`src/sv/qrs_pkg.sv`:
```
// ============================================================================
// qrs_pkg
// shared types and constants of the quadratic root solver
// ============================================================================
package qrs_pkg;

    localparam int COEF_WIDTH_DEF = 16;   // default coefficient width, q8.8
    localparam int PREC_W         = 15;   // precision register width
    localparam int FRAC_W         = 16;   // fraction bits of a root
    localparam int ROOT_W         = 32;   // root width, q16.16
    localparam int SQRT_IN_W      = 64;   // radicand width
    localparam int SQRT_OUT_W     = 32;   // square root width
    localparam int KW             = 5;    // normalize shift count, 0..16
    localparam int APB_DATA_W     = 32;
    localparam int APB_ADDR_W     = 3;

    localparam logic [PREC_W-1:0] PREC_RESET = 15'd1;
    localparam logic [0:0]        REG_PRECISION = 1'b0;

    // result status, also used as the item class down the pipeline
    typedef enum logic [1:0] {
        ST_DEGEN   = 2'd0,
        ST_NO_REAL = 2'd1,
        ST_LINEAR  = 2'd2,
        ST_TWO     = 2'd3
    } status_t;

    // control that travels with every beat
    typedef struct packed {
        logic          vld;
        status_t       mode;
        logic [KW-1:0] k;       // radicand scaled by 4^k
        logic          huge;    // radicand taken as d/4, root doubled
        logic          neg_p;   // sign of the plus-branch quotient
        logic          neg_m;   // sign of the minus-branch quotient
    } ctl_t;

endpackage

```
`src/sv/qrs_front.sv`:
```
// ============================================================================
// qrs_front
// classify, multiply, form the discriminant and normalize the radicand
// ============================================================================
module qrs_front #(
    parameter int COEF_WIDTH = qrs_pkg::COEF_WIDTH_DEF
) (
    input  logic                                 clk,
    input  logic                                 rst_n,
    input  logic                                 in_vld,
    input  logic signed [COEF_WIDTH-1:0]         coef_a,
    input  logic signed [COEF_WIDTH-1:0]         coef_b,
    input  logic signed [COEF_WIDTH-1:0]         coef_c,
    input  logic [qrs_pkg::PREC_W-1:0]           precision,
    output qrs_pkg::ctl_t                        ctl,
    output logic [qrs_pkg::SQRT_IN_W-1:0]        x,
    output logic signed [COEF_WIDTH-1:0]         a,
    output logic signed [COEF_WIDTH-1:0]         b,
    output logic signed [COEF_WIDTH-1:0]         c
);

    localparam int W   = COEF_WIDTH;
    localparam int PW  = (W > qrs_pkg::PREC_W) ? W : qrs_pkg::PREC_W;
    localparam int DXW = (2*W+2 > 66) ? 2*W+2 : 66;
    localparam int XW  = qrs_pkg::SQRT_IN_W;
    localparam int KW  = qrs_pkg::KW;
    localparam int KMAX = qrs_pkg::FRAC_W;

    // stage 1: class and products
    logic [W-1:0]               abs_a;
    logic [W-1:0]               abs_b;
    logic [qrs_pkg::PREC_W-1:0] prec_eff;
    logic                       a_small;
    logic                       b_small;
    qrs_pkg::status_t           mode1_next;
    logic [2*W-1:0]             b2_next;
    logic signed [2*W-1:0]      ax;
    logic signed [2*W-1:0]      cx;
    logic signed [2*W-1:0]      ac_next;

    logic                       vld1_reg;
    qrs_pkg::status_t           mode1_reg;
    logic [2*W-1:0]             b2_reg;
    logic signed [2*W-1:0]      ac_reg;
    logic signed [W-1:0]        a1_reg;
    logic signed [W-1:0]        b1_reg;
    logic signed [W-1:0]        c1_reg;

    always_comb
    begin
        abs_a      = coef_a[W-1] ? -coef_a : coef_a;
        abs_b      = coef_b[W-1] ? -coef_b : coef_b;
        prec_eff   = (precision == '0) ? qrs_pkg::PREC_W'(1) : precision;
        a_small    = PW'(abs_a) < PW'(prec_eff);
        b_small    = PW'(abs_b) < PW'(prec_eff);
        mode1_next = a_small ? (b_small ? qrs_pkg::ST_DEGEN : qrs_pkg::ST_LINEAR)
                             : qrs_pkg::ST_TWO;
        b2_next    = (2*W)'(abs_b) * (2*W)'(abs_b);
        ax         = (2*W)'(coef_a);
        cx         = (2*W)'(coef_c);
        ac_next    = ax * cx;
    end

    always_ff @(posedge clk or negedge rst_n)
    begin
        if (!rst_n)
        begin
            vld1_reg <= 1'b0;
        end
        else
        begin
            vld1_reg <= in_vld;
        end
    end

    always_ff @(posedge clk)
    begin
        mode1_reg <= mode1_next;
        b2_reg    <= b2_next;
        ac_reg    <= ac_next;
        a1_reg    <= coef_a;
        b1_reg    <= coef_b;
        c1_reg    <= coef_c;
    end

    // stage 2: discriminant b*b - 4*a*c, exact
    logic signed [DXW-1:0] b2x;
    logic signed [DXW-1:0] acx;
    logic signed [DXW-1:0] d_next;

    logic                  vld2_reg;
    qrs_pkg::status_t      mode2_reg;
    logic signed [DXW-1:0] d_reg;
    logic signed [W-1:0]   a2_reg;
    logic signed [W-1:0]   b2c_reg;
    logic signed [W-1:0]   c2_reg;

    always_comb
    begin
        b2x    = $signed({{(DXW-2*W){1'b0}}, b2_reg});
        acx    = DXW'(ac_reg);
        d_next = b2x - (acx <<< 2);
    end

    always_ff @(posedge clk or negedge rst_n)
    begin
        if (!rst_n)
        begin
            vld2_reg <= 1'b0;
        end
        else
        begin
            vld2_reg <= vld1_reg;
        end
    end

    always_ff @(posedge clk)
    begin
        mode2_reg <= mode1_reg;
        d_reg     <= d_next;
        a2_reg    <= a1_reg;
        b2c_reg   <= b1_reg;
        c2_reg    <= c1_reg;
    end

    // stage 3: sign check, normalize shift, radicand
    logic [XW-1:0]    dl;
    logic             huge;
    logic [KW-1:0]    k_sel;
    logic [XW-1:0]    x_next;
    qrs_pkg::ctl_t    ctl_next;

    qrs_pkg::ctl_t       ctl_reg;
    logic [XW-1:0]       x_reg;
    logic signed [W-1:0] a3_reg;
    logic signed [W-1:0] b3_reg;
    logic signed [W-1:0] c3_reg;

    always_comb
    begin
        dl    = d_reg[XW-1:0];
        huge  = !d_reg[DXW-1] && (|d_reg[DXW-2:XW]);
        k_sel = '0;
        // the zero test is monotone in k, so the last hit is the largest k
        for (int i = 1; i <= KMAX; i++)
        begin
            if ((dl >> (XW - 2*i)) == '0)
            begin
                k_sel = KW'(i);
            end
        end
        x_next = huge ? d_reg[XW+1:2] : (dl << {k_sel, 1'b0});
        ctl_next.vld   = vld2_reg;
        ctl_next.mode  = (mode2_reg == qrs_pkg::ST_TWO && d_reg[DXW-1])
                         ? qrs_pkg::ST_NO_REAL : mode2_reg;
        ctl_next.k     = huge ? '0 : k_sel;
        ctl_next.huge  = huge;
        ctl_next.neg_p = 1'b0;
        ctl_next.neg_m = 1'b0;
    end

    always_ff @(posedge clk or negedge rst_n)
    begin
        if (!rst_n)
        begin
            ctl_reg <= '0;
        end
        else
        begin
            ctl_reg <= ctl_next;
        end
    end

    always_ff @(posedge clk)
    begin
        x_reg  <= x_next;
        a3_reg <= a2_reg;
        b3_reg <= b2c_reg;
        c3_reg <= c2_reg;
    end

    assign ctl = ctl_reg;
    assign x   = x_reg;
    assign a   = a3_reg;
    assign b   = b3_reg;
    assign c   = c3_reg;

endmodule

```
`config.mk`:
```
export PLATFORM = sky130hd
export DESIGN_NAME = qrs_front
export DESIGN_NICKNAME = d
export VERILOG_FILES = /design/src/sv/qrs_pkg.sv /design/src/sv/qrs_front.sv
export SDC_FILE = /design/constraint.sdc
export NUM_CORES = 1
export LEC_CHECK = 0
export ABC_AREA = 0
export BUFFER_PORTS_ARGS = -buffer_cell sky130_fd_sc_hd__buf_2
export CORE_ASPECT_RATIO = 2
export CORE_MARGIN = 1
export CORE_UTILIZATION = 55
export CTS_BUF_LIST = sky130_fd_sc_hd__clkbuf_16
export CTS_CLUSTER_SIZE = 10
export DETAILED_ROUTE_END_ITERATION = 8
export GPL_ROUTABILITY_DRIVEN = 1
export PLACE_DENSITY = 0.74
export SETUP_SLACK_MARGIN = 0.5
export SLEW_MARGIN = 15
export SYNTH_ARGS = -nofsm -noshare
export SYNTH_HDL_FRONTEND = slang
export SYNTH_SLANG_ARGS = --single-unit
```
`constraint.sdc`:
```
create_clock -name clk -period 3.3 [get_ports clk]
set_input_delay 0.33 -clock clk [delete_from_list [all_inputs] [get_ports clk]]
set_output_delay 0.33 -clock clk [all_outputs]
set_load 0.02 [all_outputs]
```
==> Implementation_results.wiki, run 1 <==
{| class="wikitable"
! Metric !! Value
|-
| Dominant register cell in the synthesized netlist || sky130_fd_sc_hd__dfxtp_1
|-
| Clock buffer count from CTS || 38
|-
| Clk sink count || 313
|-
| IO Port Bufs || 184
|-
| Synth-to-layout area growth || 35.1%
|-
| Die Y || 313 µm
|-
| Routed length per placed instance || 19.8 µm
|-
| Reg clk slew, reported paths || 0.06 ns
|-
| Cell at the slowest stage of the critical path || sky130_fd_sc_hd__or4_4
|-
| Root cell of the clock tree || sky130_fd_sc_hd__clkbuf_16
|-
| Proportion of layout cells with a drive suffix above 1 || 33.3%
|-
| Final weighted congestion in routability-driven placement || 0.941
|-
| Number of enable-type register cells in the synthesized netlist || 0
|-
| Netlist area before placement || 26600 µm²
|-
| Pin count of the biggest net entering global routing || 41
|-
| Count of standard-cell rows || 113
|-
| Crit path DAT || 6.97 ns
|-
| RSZ-0062 raised after global routing || true
|-
| Result of the run || complete, but fails checks
|-
| Total track usage || 32.7%
|-
| Period minus WS final || 6.53 ns
|-
| Floorplan Core Area || 47600 µm²
|-
| Ports || 189
|-
| Number of synthesized register bits || 313
|-
| Max capacitance violation total || 0
|-
| Leading post-synthesis cells by cell area || sky130_fd_sc_hd__fa_1 (32%), sky130_fd_sc_hd__dfxtp_1 (23%), sky130_fd_sc_hd__ha_1 (11%), sky130_fd_sc_hd__inv_1 (8.1%), sky130_fd_sc_hd__nand2_1 (3.7%)
|-
| Routed wire length || 79500 µm
|-
| Crit path kind || input port to register
|-
| Layout Skew || 0.0177 ns
|-
| Async S/R FF share, synth || 2.24%
|-
| Kind of end point of the critical path || register
|-
| Deepest clock path buffer count || 3
|-
| Period utilization || 198%
|-
| Register-to-register setup slack || 0.65 ns
|-
| Delay of the slowest cell on the worst path || 0.55 ns
|-
| Total grt overflow || 0
|-
| Violated checks || setup timing
|-
| Crit start category || input port
|-
| Post-route antenna net violation count || 0
|-
| Post-detailed-route via-to-cell ratio || 5.27
|-
| Class of the worst hold path || input port to register
|-
| Drt first-iter violations || 841
|-
| Synthesized netlist cell count || 2708
|-
| Starting utilization of the core area || 55.8%
|-
| Max-slew violations || 0
|-
| Via count of the first global-routing pass || 24200
|-
| TritonCTS clock tree || done
|-
| Yosys Warn Count || 0
|-
| Sequential cell area || 6300 µm²
|-
| Area share of the leading cell type in the synthesized netlist || 32.1%
|-
| First-pass GRT wire length || 122000 µm
|-
| Pre-Repair DR Iteration Count || 5
|-
| Die width || 158 µm
|-
| Setup WS post-layout || -3.23 ns
|-
| Number of unique standard cell types used by synthesis || 78
|-
| Area occupied by multi-input gates || 19800 µm²
|-
| Number of inserted diodes || 0
|-
| Seq/Total Area, Yosys || 23.7%
|-
| Final setup violating endpoints || 52
|-
| Maximum fanout count along the critical path || 4
|-
| Final Net Count || 4100
|-
| Upper clock frequency limit || 153 MHz
|-
| Insertion delay to the later sink of the worst-skew pair || 0.56 ns
|-
| Final design utilization || 75.4%
|-
| Top cells by instance count after synthesis || sky130_fd_sc_hd__inv_1 (574), sky130_fd_sc_hd__fa_1 (426), sky130_fd_sc_hd__dfxtp_1 (306)
|-
| Biggest area consumer among synthesized cells || sky130_fd_sc_hd__fa_1
|-
| Total vias in the final route || 21100
|-
| Area of the die || 49300 µm²
|-
| Required time of the worst setup path || 3.74 ns
|-
| # fillers || 3242
|-
| Most common cell in the synthesized netlist || sky130_fd_sc_hd__inv_1
|-
| Normalized max-slew margin || 39.0%
|-
| Max FFs per register || 63
|-
| Final Hold Violating Endpoints || 0
|-
| Detailed-route DRC error count || 0
|-
| Post-Synthesis Mean Instance Area || 9.82 µm²
|-
| Slew at the pin closest to its max-slew limit || 0.916 ns
|-
| Number of H-tree branching levels || 2
|-
| Antenna violations before repair || 0
|-
| Final HPWL from detailed placement || 62500 µm
|}
## final cells by class
cell class                 count  share of cell area, %
tap                          632                   2.20
inverter                     582                   6.16
timing repair buffer         691                   15.9
clock buffer                  38                   2.65
clock inverter                11                  0.355
sequential                   313                   17.5
multi-input combinational   1744                   55.2
## stage by stage
stage | hold WS, ns | setup slack (ns) | area (µm²) | instances | setup TNS, ns
after floorplan | 0.0344 | -3.49 | 27800 | 2721 | -112.95
after global placement | 0.169 | -3.83 | 31900 | 3860 | -143.71
after detailed placement | 0.178 | -3.95 | 31900 | 3860 | -146.97
after CTS | 0.00684 | -3.22 | 35000 | 3978 | -104.27
after global routing | 0.0145 | -3.46 | 35900 | 4011 | -118.10
final | 0.0250 | -3.23 | 35900 | 4011 | -109.70
## per-layer routing
| layer | up-vias | global-route usage [%] | part of all wire, % |
|---|---|---|---|
| li1 | 9614 | - | - |
| met1 | 10500 | 28.8 | 31 |
| met2 | 677 | 64.3 | 57 |
| met3 | 360 | 3.66 | 3.2 |
| met4 | 0 | 26.3 | 9.3 |
| met5 | - | 0 | 0 |
## cells in the final DEF (no fill, tap or decap), drive strengths merged, types with 5 or more instances in the layout
cell type and count:
a211o 7, a211oi 12, a21o 43, a21oi 72
a31oi 6, and2 139, and3 10, buf 682
clkbuf 40, clkinv 9, conb 15, dfrtp 7
dfxtp 306, dlygate4sd3 7, fa 426, ha 238
inv 579, nand2 259, nand2b 28, nand3 16
nand4 5, nor2 114, nor2b 11, nor3 29
nor4 9, o211ai 7, o21a 18, o21ai 58
o21bai 7, o22a 25, o31ai 13, or3 5
or4 5, xnor2 88, xor2 31
## logic make-up after synthesis
kind of cell | share of synthesized area [%]
simple gates | 11.7
flops | 23.7
buf+inv | 9.54
compound gates | 7.80
other cells | 0.0282
xor+xnor | 3.97
mux | 0.0376
fa+ha+maj | 43.3
## path summary, 6_finish.rpt
| path | startpoint | end | cells past startpoint |
|---|---|---|---|
| worst max-delay path | coef_b[8] | b2_reg[31] | 29 |
| max in group asynchronous | rst_n | ctl[9] | 2 |
| min in group asynchronous | rst_n | vld2_reg | 2 |
| worst max register to register | ac_reg[1] | d_reg[27] | 11 |
| worst min-delay path | coef_b[4] | b1_reg[4] | 2 |
| worst min register to register | c2_reg[3] | c[3] | 0 |
## repair_timing
item                       CTS  global route
pin swaps                  181           137
buffers inserted            60            32
setup endpoints to repair   59            66
hold buffers                 7             0
gates resized for setup    379           160
gates cloned                 2             1
hold endpoints to repair    13             0
## worst max-delay path, delay by kind of cell
family | cells | cell delay (ns)
compound gates | 6 | 1.25
xor+xnor | 2 | 0.34
fa+ha+maj | 7 | 3.27
buf+inv | 8 | 0.56
simple gates | 6 | 1.22
Power of run 1 is not shown: default switching activity piles up to over one toggle a cycle in this logic, so the estimate is an artifact.
==> run 2: changes to the inputs <==
--- a/config.mk
+++ b/config.mk
@@ -6,7 +6,7 @@
 export NUM_CORES = 1
 export LEC_CHECK = 0
 export ABC_AREA = 0
-export BUFFER_PORTS_ARGS = -buffer_cell sky130_fd_sc_hd__buf_2
+export BUFFER_PORTS_ARGS = -buffer_cell sky130_fd_sc_hd__buf_4
 export CORE_ASPECT_RATIO = 2
 export CORE_MARGIN = 1
 export CORE_UTILIZATION = 55
==> run 2 against run 1 <==
  * Hold slack improved by 0.0043 ns
  * Highest routed layer unchanged
  * Global-route usage increased by 0.73 points
  * The flow still finishes with violations (setup timing)
  * First-iteration DRC count rose by 2.0%
  * Clock skew is 0.0027 ns lower
  * Core utilization up 1.1 points
  * Setup slack got worse by 0.12 ns
  * Cell area grew 1.4%
  * Routed wire length rose by 2.7%
  * Critical path depth is the same
  * Register-to-register slack about the same
  * Sequential cell count unchanged
  * Non-clock buffer count rose by 19
==> Implementation_results.wiki, run 2 (synthesis gave the netlist of run 1 again) <==
{| class="wikitable"
! Metric !! Value
|-
| Max capacitance violation total || 0 (unchanged)
|-
| Commonest non-fill, non-tap cells in the layout || sky130_fd_sc_hd__buf_4 (560), sky130_fd_sc_hd__inv_1 (514), sky130_fd_sc_hd__fa_1 (398) (was sky130_fd_sc_hd__inv_1 (499), sky130_fd_sc_hd__fa_1 (397), sky130_fd_sc_hd__buf_4 (391))
|-
| Total track usage || 33.4% (was 32.7%)
|-
| Crit path kind || input port to register (unchanged)
|-
| TritonCTS clock tree || done (unchanged)
|-
| Final Net Count || 4119 (was 4100)
|-
| Class of the worst hold path || input port to register (unchanged)
|-
| RSZ-0062 raised after global routing || true (unchanged)
|-
| Via count of the first global-routing pass || 24500 (was 24200)
|-
| Layout Skew || 0.0150 ns (was 0.0177 ns)
|-
| Final setup violating endpoints || 54 (was 52)
|-
| Count of standard-cell rows || 113 (unchanged)
|-
| Normalized max-slew margin || 39.5% (was 39.0%)
|-
| Setup WS post-layout || -3.34 ns (was -3.23 ns)
|-
| Total vias in the final route || 21500 (was 21100)
|-
| Period minus WS final || 6.64 ns (was 6.53 ns)
|-
| Upper clock frequency limit || 151 MHz (was 153 MHz)
|-
| Hold Crit Start || coef_b[10] (was coef_b[4])
|-
| Final weighted congestion in routability-driven placement || 0.941 (unchanged)
|-
| # fillers || 3123 (was 3242)
|-
| Most Frequent Cell on Critical Path || sky130_fd_sc_hd__inv_2
|-
| Area of the die || 49300 µm² (unchanged)
|-
| Max FFs per register || 63 (unchanged)
|-
| Final HPWL from detailed placement || 62900 µm (was 62500 µm)
|-
| Max-slew violations || 0 (unchanged)
|-
| Reg clk slew, reported paths || 0.05 ns (was 0.06 ns)
|-
| Result of the run || complete, but fails checks (unchanged)
|-
| Final design utilization || 76.5% (was 75.4%)
|-
| Crit path DAT || 7.08 ns (was 6.97 ns)
|-
| Starting utilization of the core area || 55.8% (unchanged)
|-
| Clock buffer count from CTS || 38 (unchanged)
|-
| Drt first-iter violations || 858 (was 841)
|-
| Delay of the slowest cell on the worst path || 0.56 ns (was 0.55 ns)
|-
| Post-detailed-placement cell area || 32300 µm² (was 31900 µm²)
|-
| Maximum fanout count along the critical path || 4 (unchanged)
|-
| Detailed-route DRC error count || 0 (unchanged)
|-
| Slew at the pin closest to its max-slew limit || 0.907 ns (was 0.916 ns)
|-
| Root cell of the clock tree || sky130_fd_sc_hd__clkbuf_16 (unchanged)
|-
| Placed cell count || 3856 (was 3860)
|-
| Launch instance of the worst register-to-register path || ac_reg[1] (unchanged)
|-
| Startpoint of the most critical setup path || coef_b[6] (was coef_b[8])
|-
| Post-route antenna net violation count || 0 (unchanged)
|-
| Antenna violations before repair || 0 (unchanged)
|-
| Clk sink count || 313 (unchanged)
|-
| Final Hold Violating Endpoints || 0 (unchanged)
|-
| Required time of the worst setup path || 3.74 ns (about the same)
|-
| Cell at the slowest stage of the critical path || sky130_fd_sc_hd__or4_4 (unchanged)
|-
| Die width || 158 µm (unchanged)
|-
| Crit start category || input port (unchanged)
|-
| Routed length per placed instance || 20.3 µm (was 19.8 µm)
|-
| IO Port Bufs || 184 (unchanged)
|-
| Die Y || 313 µm (unchanged)
|-
| Pin count of the biggest net entering global routing || 41 (unchanged)
|-
| Post-detailed-route via-to-cell ratio || 5.34 (was 5.27)
|-
| Proportion of layout cells with a drive suffix above 1 || 33.4% (was 33.3%)
|-
| Ports || 189 (unchanged)
|-
| Deepest clock path buffer count || 3 (unchanged)
|-
| Insertion delay to the later sink of the worst-skew pair || 0.56 ns (about the same)
|-
| Pre-Repair DR Iteration Count || 7 (was 5)
|-
| Total grt overflow || 0 (unchanged)
|-
| Routed wire length || 81700 µm (was 79500 µm)
|-
| Kind of end point of the critical path || register (unchanged)
|-
| Most common cell after layout, fill and taps aside || sky130_fd_sc_hd__buf_4 (was sky130_fd_sc_hd__inv_1)
|-
| Period utilization || 201% (was 198%)
|-
| Final instance area || 36500 µm² (was 35900 µm²)
|-
| Violated checks || setup timing (unchanged)
|-
| Number of inserted diodes || 0 (unchanged)
|-
| First-pass GRT wire length || 124000 µm (was 122000 µm)
|-
| Synth-to-layout area growth || 37.1% (was 35.1%)
|-
| Number of cells in the finished layout apart from fillers || 4031 (was 4011)
|-
| Floorplan Core Area || 47600 µm² (unchanged)
|-
| Number of H-tree branching levels || 2 (unchanged)
|}
[run 2: cell count changes in the layout (fill, tap and decap cells not counted), sizes merged]
cell	delta
bufinv	+2
buf	+20
dlygate4sd3	+1
clkbuf	-2
clkinv	-1
inv	+1
clkinvlp	-1
[run 2: path summary, 6_finish.rpt]
check | endpoint | slack (ns) | cells past startpoint
min in group asynchronous | ctl[10] | 0.12 | 2
min | b1_reg[10] | 0.03 | 2
max reg2reg | d_reg[33] | 0.64 | 10
min reg2reg | a[14] | 0.32 | 0
max | b2_reg[29] | -3.34 | 29
max in group asynchronous | ctl[9] | 3.06 | 2
[run 2: repair_timing]
action / in CTS / in global routing
pin swaps: 182 / 109
hold buffers: 6 / 2
endpoints found under the setup margin: 57 / 67
endpoints found under the hold margin: 12 / 2
setup buffers: 81 / 35
resized for setup: 341 / 136
gates cloned: 1 / 0
[run 2: critical path, delay by kind of cell]
kind / cells / cell delay (ns)
compound gates: 6 / 1.39
buf+inv: 8 / 0.57
fa+ha+maj: 7 / 3.25
simple gates: 6 / 1.20
xor+xnor: 2 / 0.33
[run 2: per-layer routing]
layer / global-route usage, % / part of all wire [%]
met1: 29.3 / 30
met4: 26.5 / 10
met5: 0 / 0
met3: 3.80 / 3.7
met2: 66.1 / 56
[run 2: final cells by class]
| cell class | instances | area [µm²] | area share (%) |
|---|---|---|---|
| clock buffer | 38 | 951 | 2.61 |
| timing repair buffer | 710 | 6130 | 16.8 |
| multi-input combinational | 1744 | 19900 | 54.5 |
| sequential | 313 | 6300 | 17.3 |
| tap | 632 | 791 | 2.17 |
| clock inverter | 12 | 176 | 0.484 |
| inverter | 582 | 2220 | 6.09 |
[run 2: metrics by stage]
stage | TNS [ns] | setup slack [ns] | hold WS [ns]
floorplan | -112.95 | -3.49 | 0.0344
global placement | -142.92 | -3.91 | 0.146
detailed placement | -146.20 | -3.94 | 0.149
CTS | -105.40 | -3.16 | 0.000797
global route | -122.48 | -3.53 | 0.0223
finish | -114.00 | -3.34 | 0.0293
Power of run 2 is left out for the same reason.
